## src/rtl/oaie_pkg.sv

```systemverilog
// Package for the ordered array block: capacity, field widths, request kinds,
// status codes and the control word broadcast along the cell row.
// No dependencies.
`timescale 1ns / 1ps

package oaie_pkg;

  localparam int CAPACITY = 64;
  localparam int IDX_W    = $clog2(CAPACITY);
  localparam int CNT_W    = $clog2(CAPACITY + 1);
  localparam int WORD_W   = 32;
  localparam int KIND_W   = 3;
  localparam int STATUS_W = 2;

  typedef enum logic [KIND_W-1:0] {
    KIND_APPEND = 3'd0,
    KIND_INSERT = 3'd1,
    KIND_ERASE  = 3'd2,
    KIND_READ   = 3'd3,
    KIND_CLEAR  = 3'd4
  } kind_e;

  typedef enum logic [STATUS_W-1:0] {
    ST_DONE  = 2'd0,
    ST_FULL  = 2'd1,
    ST_RANGE = 2'd2
  } status_e;

  typedef enum logic [1:0] {
    CELL_HOLD,
    CELL_INSERT,
    CELL_ERASE
  } cell_op_e;

  typedef struct packed {
    cell_op_e                 op;
    logic [IDX_W-1:0]         pos;
    logic signed [WORD_W-1:0] value;
  } cell_ctrl_t;

endpackage

```

## src/rtl/oaie_cell.sv

```systemverilog
// One storage cell of the ordered array row: holds a word, takes the new value or
// a neighbour on insert or erase, and taps its word out on a position match.
// Depends on oaie_pkg.
`timescale 1ns / 1ps

module oaie_cell
  import oaie_pkg::*;
(
  input  logic                     clk_i,
  input  cell_ctrl_t               ctrl_i,
  input  logic [IDX_W-1:0]         pos_i,
  input  logic signed [WORD_W-1:0] left_i,
  input  logic signed [WORD_W-1:0] right_i,
  output logic signed [WORD_W-1:0] data_o,
  output logic signed [WORD_W-1:0] tap_o
);

  logic signed [WORD_W-1:0] data_q, data_d;

  always_comb begin
    data_d = data_q;
    case (ctrl_i.op)
      CELL_INSERT: begin
        if (pos_i == ctrl_i.pos) begin
          data_d = ctrl_i.value;
        end else if (pos_i > ctrl_i.pos) begin
          data_d = left_i;
        end
      end
      CELL_ERASE: begin
        if (pos_i >= ctrl_i.pos) begin
          data_d = right_i;
        end
      end
      default: data_d = data_q;
    endcase
  end

  always_ff @(posedge clk_i) begin
    data_q <= data_d;
  end

  assign data_o = data_q;
  assign tap_o  = (pos_i == ctrl_i.pos) ? data_q : '0;

endmodule

```

## config.mk

```make
export PLATFORM = sky130hd
export DESIGN_NAME = oaie_cell
export DESIGN_NICKNAME = d
export VERILOG_FILES = /design/src/rtl/oaie_pkg.sv /design/src/rtl/oaie_cell.sv
export SDC_FILE = /design/constraint.sdc
export NUM_CORES = 1
export LEC_CHECK = 0
export BUFFER_PORTS_ARGS = -buffer_cell sky130_fd_sc_hd__buf_2
export CAP_MARGIN = 10
export CELL_PAD_IN_SITES_DETAIL_PLACEMENT = 1
export CELL_PAD_IN_SITES_GLOBAL_PLACEMENT = 1
export CORE_MARGIN = 8
export CORE_UTILIZATION = 29
export DETAILED_ROUTE_END_ITERATION = 6
export PLACE_DENSITY = 0.79
export SETUP_SLACK_MARGIN = 0.4
export SLEW_MARGIN = 0
export SYNTH_ARGS = -nofsm -noshare
export SYNTH_HDL_FRONTEND = slang
export SYNTH_SLANG_ARGS = --single-unit
```

## constraint.sdc

```tcl
create_clock -name clk_i -period 5.1 [get_ports clk_i]
set_input_delay 1.02 -clock clk_i [delete_from_list [all_inputs] [get_ports clk_i]]
set_output_delay 1.02 -clock clk_i [all_outputs]
set_load 0.05 [all_outputs]
```

# After elaboration in Yosys (flattened, before gate mapping)
# Cells that the tools add are included.
[word_totals]
reg_bits = 32
input_bits = 111
output_inout_bits = 64
word_cells = 15
[classes]
n_lt_le_gt_ge = 2
n_eq_ne = 5
muxes = 5
n_reduce_logical = 2
[op_table]
columns = ["op", "count"]
rows = [
  ["2-to-1 mux 32 bit", 4],
  ["case mux 32 bit (2 select lines)", 1],
  ["equality test 6 bit", 1],
  [">= comparator 6 bit", 1],
  ["greater-than comparator 6 bit", 1],
  ["inequality test 3 bit, second input constant", 1],
  ["AND reduction 3 bit", 1],
  ["equality test 2 x 1 -> 1 bit, second input constant", 1],
  ["equality test 2 bit, second input constant", 1],
  ["inequality test 2 bit, second input constant", 1],
  ["nonzero test 2 bit", 1],
]

# Logic depth before layout (Yosys ltp)
# Gate-level depths: netlist of run 1.
[logic_depth]
ltp_word = 4
depth_mapped = 7
ltp_nobuf = 5

# Least setup slack after synthesis of run 1
# Ideal clock, no wire load.
[synth_path]
path_type = "input to register"
start = "in ctrl_i[37] (netlist name)"
end = "reg data_q[0] (netlist: data_o[0]), enable pin"
setup_time_ps = 440
t_arrival_ps = 3630
required_ps = 4660
path_slack_ps = 1030
cell_stages = 7
n_path_buf = 2
cell_sequence = "inv_1 -> ha_1 -> and4_1 -> buf_6 -> buf_12 -> nand3_1 -> a41oi_1"
[synth_between]
elab_chain_len = 3
word_cells_on_any_way = 6
cone_classes = "order compare: 2; eq/ne: 3; reduce/logical: 1"
[synth_rtl]
columns = ["element", "line", "text"]
rows = [
  ["start, declared", "oaie_cell.sv:10", "input cell_ctrl_t ctrl_i,"],
  ["greater-than comparator 6 bit, or another cell as far along", "oaie_cell.sv:26", "end else if (pos_i > ctrl_i.pos) begin"],
  ["inequality test 3 bit (no source line) / inequality test 2 bit (equally long branches)", "--", ""],
  ["AND reduction 3 bit (no source line) *", "--", ""],
  ["end signal, assigned", "oaie_cell.sv:40", "data_q <= data_d;"],
  ["end, declared", "oaie_cell.sv:18", "logic signed [WORD_W-1:0] data_q, data_d;"],
]
# Every way passes the cells marked *; elsewhere a longest branch is shown, timed or not.
# A chain may end at the register's enable or synchronous reset.

# Worst setup path after layout of run 1
[layout_path]
start = "in ctrl_i[37] (netlist name)"
end = "out tap_o[11]"
[layout_between]
elab_chain_len = 2
[layout_rtl]
columns = ["element", "line", "text"]
rows = [
  ["equality test 6 bit", "oaie_cell.sv:44", "assign tap_o = (pos_i == ctrl_i.pos) ? data_q : '0;"],
  ["2-to-1 mux 32 bit", "oaie_cell.sv:44", ""],
  ["end, declared", "oaie_cell.sv:15", "output logic signed [WORD_W-1:0] tap_o"],
]
# No other way between the ends.

==> results.sh, run 1 <==
export IMPL_routed_wl_mm=9.898
export IMPL_syn2layout_area_growth_pct=41.61
export IMPL_ioPinCount=175
export IMPL_fp_dieW_um=107.7
export IMPL_cts_setup_buffers=0
export IMPL_hold_class="in2reg"
export IMPL_worst_setup_path_end_kind="output pin"
export IMPL_tightest_slew_ns=0.8066
export IMPL_dp_final_hpwl_mm=7.600
export IMPL_synth_area_per_cell_um2=9.833
export IMPL_start_util_pct=29.83
export IMPL_first_pass_iters=4
export IMPL_status="finished clean"
export IMPL_critPathKind="in2out"
export IMPL_hold_violations=0
export IMPL_slew_headroom_pct=46.23
export IMPL_fmax_mhz=255.9
export IMPL_place_area_um2=3349
export IMPL_power_density_nw_per_um2=269.3
export IMPL_ys_seq_area_share_pct=39.40
export IMPL_portBuffers=174
export IMPL_diodes=0
export IMPL_hold_path_depth=3
export IMPL_gp_congestion=0.7709
export IMPL_antenna_found_initial=0
export IMPL_post_route_min_period_ns=3.907
export IMPL_syn_num_nets=367
export IMPL_fin_util_pct=42.24
export IMPL_hold_start="right_i[29]"
export IMPL_rsz0062_at_grt="false"
export IMPL_p_leak_uw=0.001553
export IMPL_drive_gt1_share_pct=50.37
export IMPL_grt_ovfl_total=0
export IMPL_synth_warnings=0
export IMPL_synth_top_cells_by_area="edfxtp_1 (39%), a41oi_1 (9.0%), nor2b_1 (8.5%)"
export IMPL_grt_pass1_vias=2957
export IMPL_cts_htree_levels=2
export IMPL_max_stage_delay_ns=0.52
export IMPL_yosysTopAreaCell="edfxtp_1"
export IMPL_final_setup_tns_ns=0
export IMPL_num_vias=2628
export IMPL_drc_errors=0
export IMPL_cts_tree="yes"
export IMPL_detail_route_antenna_nets=0
export IMPL_clock_root_buffer="clkbuf_8"
export IMPL_stdcell_area_um2=3453
export IMPL_viasPerCell=5.113
export IMPL_max_cap_violations=0
export IMPL_setup_viol=0
export IMPL_netlist_area_um2=2439
export IMPL_grt_first_pass_wirelength_mm=14.81
export IMPL_slew_violations=0
export IMPL_cts_resized=0
export IMPL_min_to="data_o[29]$_DFFE_PP_"
export IMPL_grt_start_max_net_pins=65
export IMPL_final_cell_mix="buf_2 (173), nor2b_1 (33), o21ai_0 (32), and2_1 (32), edfxtp_1 (32)"
export IMPL_fillers=996
export IMPL_worstPathMaxFanout=19
export IMPL_max_clock_path_buffers=2
export IMPL_dieArea_um2=11600
export IMPL_critPathArrivalTime_ns=2.89
export IMPL_synth_cell_types=25
export IMPL_crit_slowest_cell="nor2_2"
export IMPL_ys_ff_latch=32
export IMPL_first_iter_violations=70
export IMPL_crit_path_cell_trace="buf_2 -> inv_1 -> ha_1 -> nand4_2 -> nor2_2 -> buf_4 -> and2_1 -> buf_2"
export IMPL_critPathMostFrequentCell="buf_2"
export IMPL_grt_usage_pct=16.06
export IMPL_largest_register_ffs=32
export IMPL_clock_sinks=32
export IMPL_core_area_um2=8175
export IMPL_ctsHoldBuffers=0
export IMPL_post_route_period_util_pct=76.61
export IMPL_wire_per_inst_um=19.26
export IMPL_clk_transition_reported_paths_ns=0.06
export IMPL_cts_inserted_buffers=5
export IMPL_fin_nets=528
export IMPL_required_ns=4.08
export IMPL_postSynthCellCount=248
export IMPL_layout_commonest_cell="buf_2"
export IMPL_synth_top_area_share_pct=39.40
export IMPL_vdd_drop_max_mv=0.1211
export IMPL_rows=33
export IMPL_cp_start_kind="primary input"
export IMPL_dieHeight_um=107.7
[cell type report]
cell class	count	area, um2	area share [%]
Inverter	8	30.03	0.8696
Clock buffer	5	68.82	1.993
Multi-Input combinational cell	180	1289	37.32
Tap cell	105	131.4	3.804
Sequential cell	32	960.9	27.83
Timing Repair Buffer	182	965.9	27.97
Clock inverter	2	7.507	0.2174
[per-stage QoR]
step                worst slack [ns]  total power, uW  hold slack, ns  std cells
finish                         1.193            930.1           1.058        514
global route                   1.022            971.6           1.061        514
CTS                            1.129            935.3           1.053        513
detailed placement             1.127            756.3           1.343        506
global placement               1.305            745.5           1.330        506
floorplan                      1.030            636.2           1.242        248
[power by group]
group	switching, uW	total (uW)	internal, uW
clock network	87.2	177	89.9
registers	20.2	365	345
logic	283	388	105
total	391	930	540
[logic make-up after synthesis]
family          synth area share, %
buf+inv                       8.722
flops                         39.40
fa+ha+maj                     4.105
simple gates                  18.42
compound gates                29.35
[metal layers]
layer / vias to the layer above / share of wire (%) / global-route usage, %
met2: 116 / 52 / 30.35
met1: 1262 / 39 / 16.71
li1: 1242 / - / -
met5: - / 0 / 0
met3: 8 / 7.5 / 4.491
met4: 0 / 1.3 / 4.658
[worst max-delay path, delay by kind of cell]
| family | cells | cell delay [ns] |
|---|---|---|
| adders and majority gates | 1 | 0.33 |
| and+or+nand+nor | 3 | 0.82 |
| buffers and inverters | 4 | 0.70 |
[cells in the mapped netlist, drive strengths merged]
cell and count:
ha 8, edfxtp 32, and2 32, a211oi 1, nand3 2, a41oi 33, buf 13, a21oi 32
nand4 1, nor2 2, a21o 1, nand2 1, o21ai 33, nor2b 33, inv 8, clkbuf 15
and4 1
[worst max path at each step]
stage,start,endpoint
3_5_place_dp,ctrl_i[37],tap_o[11]
6_report,ctrl_i[37],tap_o[11]
5_1_grt,ctrl_i[37],tap_o[11]
4_1_cts,ctrl_i[37],tap_o[11]
2_1_floorplan,ctrl_i[37],data_o[0]$_DFFE_PP_
3_3_place_gp,ctrl_i[37],tap_o[20]
(Power assumes the default switching activity.)
==> inputs of run 2 (changes only) <==
--- a/config.mk
+++ b/config.mk
@@ -5,14 +5,15 @@
 export SDC_FILE = /design/constraint.sdc
 export NUM_CORES = 1
 export LEC_CHECK = 0
+export ABC_AREA = 1
 export BUFFER_PORTS_ARGS = -buffer_cell sky130_fd_sc_hd__buf_2
 export CAP_MARGIN = 10
 export CELL_PAD_IN_SITES_DETAIL_PLACEMENT = 1
 export CELL_PAD_IN_SITES_GLOBAL_PLACEMENT = 1
 export CORE_MARGIN = 8
-export CORE_UTILIZATION = 29
+export CORE_UTILIZATION = 24
 export DETAILED_ROUTE_END_ITERATION = 6
-export PLACE_DENSITY = 0.79
+export PLACE_DENSITY = 0.73
 export SETUP_SLACK_MARGIN = 0.4
 export SLEW_MARGIN = 0
 export SYNTH_ARGS = -nofsm -noshare
==> constraint.sdc (replaced) <==
create_clock -name clk_i -period 3.3 [get_ports clk_i]
set_input_delay 0.66 -clock clk_i [delete_from_list [all_inputs] [get_ports clk_i]]
set_output_delay 0.66 -clock clk_i [all_outputs]
set_load 0.05 [all_outputs]
==> results.sh, run 2 <==
export IMPL_status="finished clean"
export IMPL_first_pass_iters=4
export IMPL_synth_adder_area_share_pct=3.988
export IMPL_cp_start_kind="primary input"
export IMPL_gp_congestion=0.7765
export IMPL_fin_ws_ns=0.5536
export IMPL_fmax_mhz=364.1
export IMPL_register_area_um2=960.9
export IMPL_p_leak_uw=0.002328
export IMPL_critPathArrivalTime_ns=2.09
export IMPL_synth_compound_gate_area_share_pct=0.3988
export IMPL_synth_cell_types=19
export IMPL_grt_pass1_vias=3113
export IMPL_slew_headroom_pct=73.94
export IMPL_final_cell_mix="buf_2 (174), nand2_1 (125), inv_1 (108), nor2_1 (33)"
export IMPL_netlist_area_um2=2510
export IMPL_ys_ff_latch=32
export IMPL_wire_per_inst_um=13.32
export IMPL_worstPathMaxFanout=60
export IMPL_max_cap_violations=0
export IMPL_power_density_nw_per_um2=416.8
export IMPL_total_power_uw=1498
export IMPL_drive_gt1_share_pct=37.77
export IMPL_final_setup_tns_ns=0
export IMPL_core_area_um2=10230
export IMPL_postSynthCellCount=376
export IMPL_synth_mux_area_share_pct=0
export IMPL_synth_top_area_share_pct=38.29
export IMPL_startpoint="ctrl_i[33]"
export IMPL_hold_violations=0
export IMPL_synth_warnings=0
export IMPL_dieArea_um2=13990
export IMPL_fp_dieW_um=118.3
export IMPL_slew_violations=0
export IMPL_synth_top_cells_by_count="nand2_1 (125), inv_1 (108), nor2_1 (33), edfxtp_1 (32), nand3_1 (32)"
export IMPL_post_route_period_util_pct=83.23
export IMPL_num_vias=2747
export IMPL_layout_commonest_cell="buf_2"
export IMPL_synth_top_cells_by_area="edfxtp_1 (38%), nand2_1 (19%), inv_1 (16%)"
export IMPL_synth_top_family_by_area="simple AND/OR/NAND/NOR gates"
export IMPL_synth_edf_count=32
export IMPL_drc_errors=0
export IMPL_synthSimpleGateAreaFrac_pct=35.69
export IMPL_hold_class="in2reg"
export IMPL_setup_viol=0
export IMPL_antenna_found_initial=0
export IMPL_hold_path_depth=3
export IMPL_clk_transition_reported_paths_ns=0.07
export IMPL_fillers=1364
export IMPL_rows=37
export IMPL_synth_async_reset_ratio_pct=0
export IMPL_syn_num_nets=495
export IMPL_grt_start_max_net_pins=61
export IMPL_portBuffers=174
export IMPL_synth_area_per_cell_um2=6.675
export IMPL_cts_setup_buffers=0
export IMPL_vdd_drop_max_mv=0.1637
export IMPL_synth_xor_area_share_pct=0
export IMPL_ioPinCount=175
export IMPL_required_ns=2.64
export IMPL_cts_htree_levels=2
export IMPL_tightest_slew_ns=0.3909
export IMPL_post_route_min_period_ns=2.746
export IMPL_hold_start="right_i[2]"
export IMPL_cts_inserted_buffers=5
export IMPL_clock_root_buffer="clkbuf_8"
export IMPL_viasPerCell=4.016
export IMPL_ys_seq_area_share_pct=38.29
export IMPL_routed_wl_mm=9.111
export IMPL_dp_final_hpwl_mm=7.468
export IMPL_synth_ff_type="edfxtp_1"
export IMPL_start_util_pct=24.53
export IMPL_first_iter_violations=84
export IMPL_rsz0062_at_grt="false"
export IMPL_critPathKind="in2out"
export IMPL_grt_first_pass_wirelength_mm=15.19
export IMPL_fin_nets=666
export IMPL_max_clock_path_buffers=2
export IMPL_ctsHoldBuffers=0
export IMPL_grt_ovfl_total=0
export IMPL_diodes=0
export IMPL_detail_route_antenna_nets=0
export IMPL_syn2layout_area_growth_pct=43.17
export IMPL_clock_sinks=32
export IMPL_yosysTopAreaCell="edfxtp_1"
export IMPL_dp_slack_ns=0.3971
export IMPL_whs_ns=0.6549
export IMPL_cts_tree="yes"
export IMPL_multi_input_area_um2=1026
export IMPL_worstSetupEndpoint="tap_o[3]"
export IMPL_dieHeight_um=118.3
export IMPL_worst_setup_path_end_kind="output pin"
export IMPL_grt_usage_pct=13.00
export IMPL_largest_register_ffs=32
export IMPL_synth_most_common_cell="nand2_1"
==> run 2: changes by cell type in the layout (fill, tap and decap cells not counted), moves of 30 or more <==
cell / previous run / this run
nor2b_1: 33 / 0
nand2_1: 1 / 125
and2_1: 32 / 0
inv_1: 8 / 108
o21ai_0: 32 / 0
nor2_1: 1 / 33
nand3_1: 2 / 32
==> run 2: through the flow <==
step	instance area (um2)	util (%)	cells
3_3_place_gp	3477	33.99	676
5_1_grt	3593	35.12	684
3_5_place_dp	3477	33.99	676
6_report	3593	35.12	684
4_1_cts	3593	35.12	684
2_1_floorplan	2514	-	376
==> run 2: power by group <==
group / switching, uW / internal [uW] / total [uW]
Combinational: 415 / 150 / 564
Sequential: 36.9 / 532 / 569
Clock: 140 / 224 / 364
Total: 592 / 906 / 1500
==> run 2: timing repair <==
item                       in CTS  in global routing
setup endpoints to repair       1                  0
gates resized for setup         1                  0
hold endpoints to repair        0                  0
==> run 2: how the worst min path moves through the flow <==
stage	to	slack, ns
floorplan	data_o[30]$_DFFE_PP_	0.84
global placement	data_o[12]$_DFFE_PP_	0.93
detailed placement	data_o[29]$_DFFE_PP_	0.94
CTS	data_o[2]$_DFFE_PP_	0.64
global route	data_o[17]$_DFFE_PP_	0.65
finish	data_o[2]$_DFFE_PP_	0.65
==> run 2: cell families after synthesis <==
logic type | Yosys count
adders and majority gates | 8
and+or+nand+nor | 208
buffers and inverters | 126
AOI/OAI and AO/OA | 2
DFF | 32
==> run 2: cell type report <==
cell class | count | area share [%]
Sequential cell | 32 | 26.74
Inverter | 110 | 11.49
Tap cell | 136 | 4.735
Clock buffer | 6 | 2.019
Multi-Input combinational cell | 218 | 28.55
Clock inverter | 2 | 0.9749
Timing Repair Buffer | 180 | 25.49
==> run 2: worst max-delay path: stages <==
cell	delay, ns
buf_2	0.07
inv_1	0.03
ha_1	0.29
nand2_2	0.12
nor2_4	0.17
nand2_8	0.24
nor2_1	0.19
buf_2	0.29
==> run 2: per-layer routing <==
metal / up-vias / part of all wire [%] / track usage [%]
met2: 81 / 55 / 25.51
met3: 6 / 5.4 / 2.951
met4: 0 / 1.3 / 3.763
met1: 1240 / 39 / 13.33
li1: 1420 / - / -
met5: - / 0 / 0
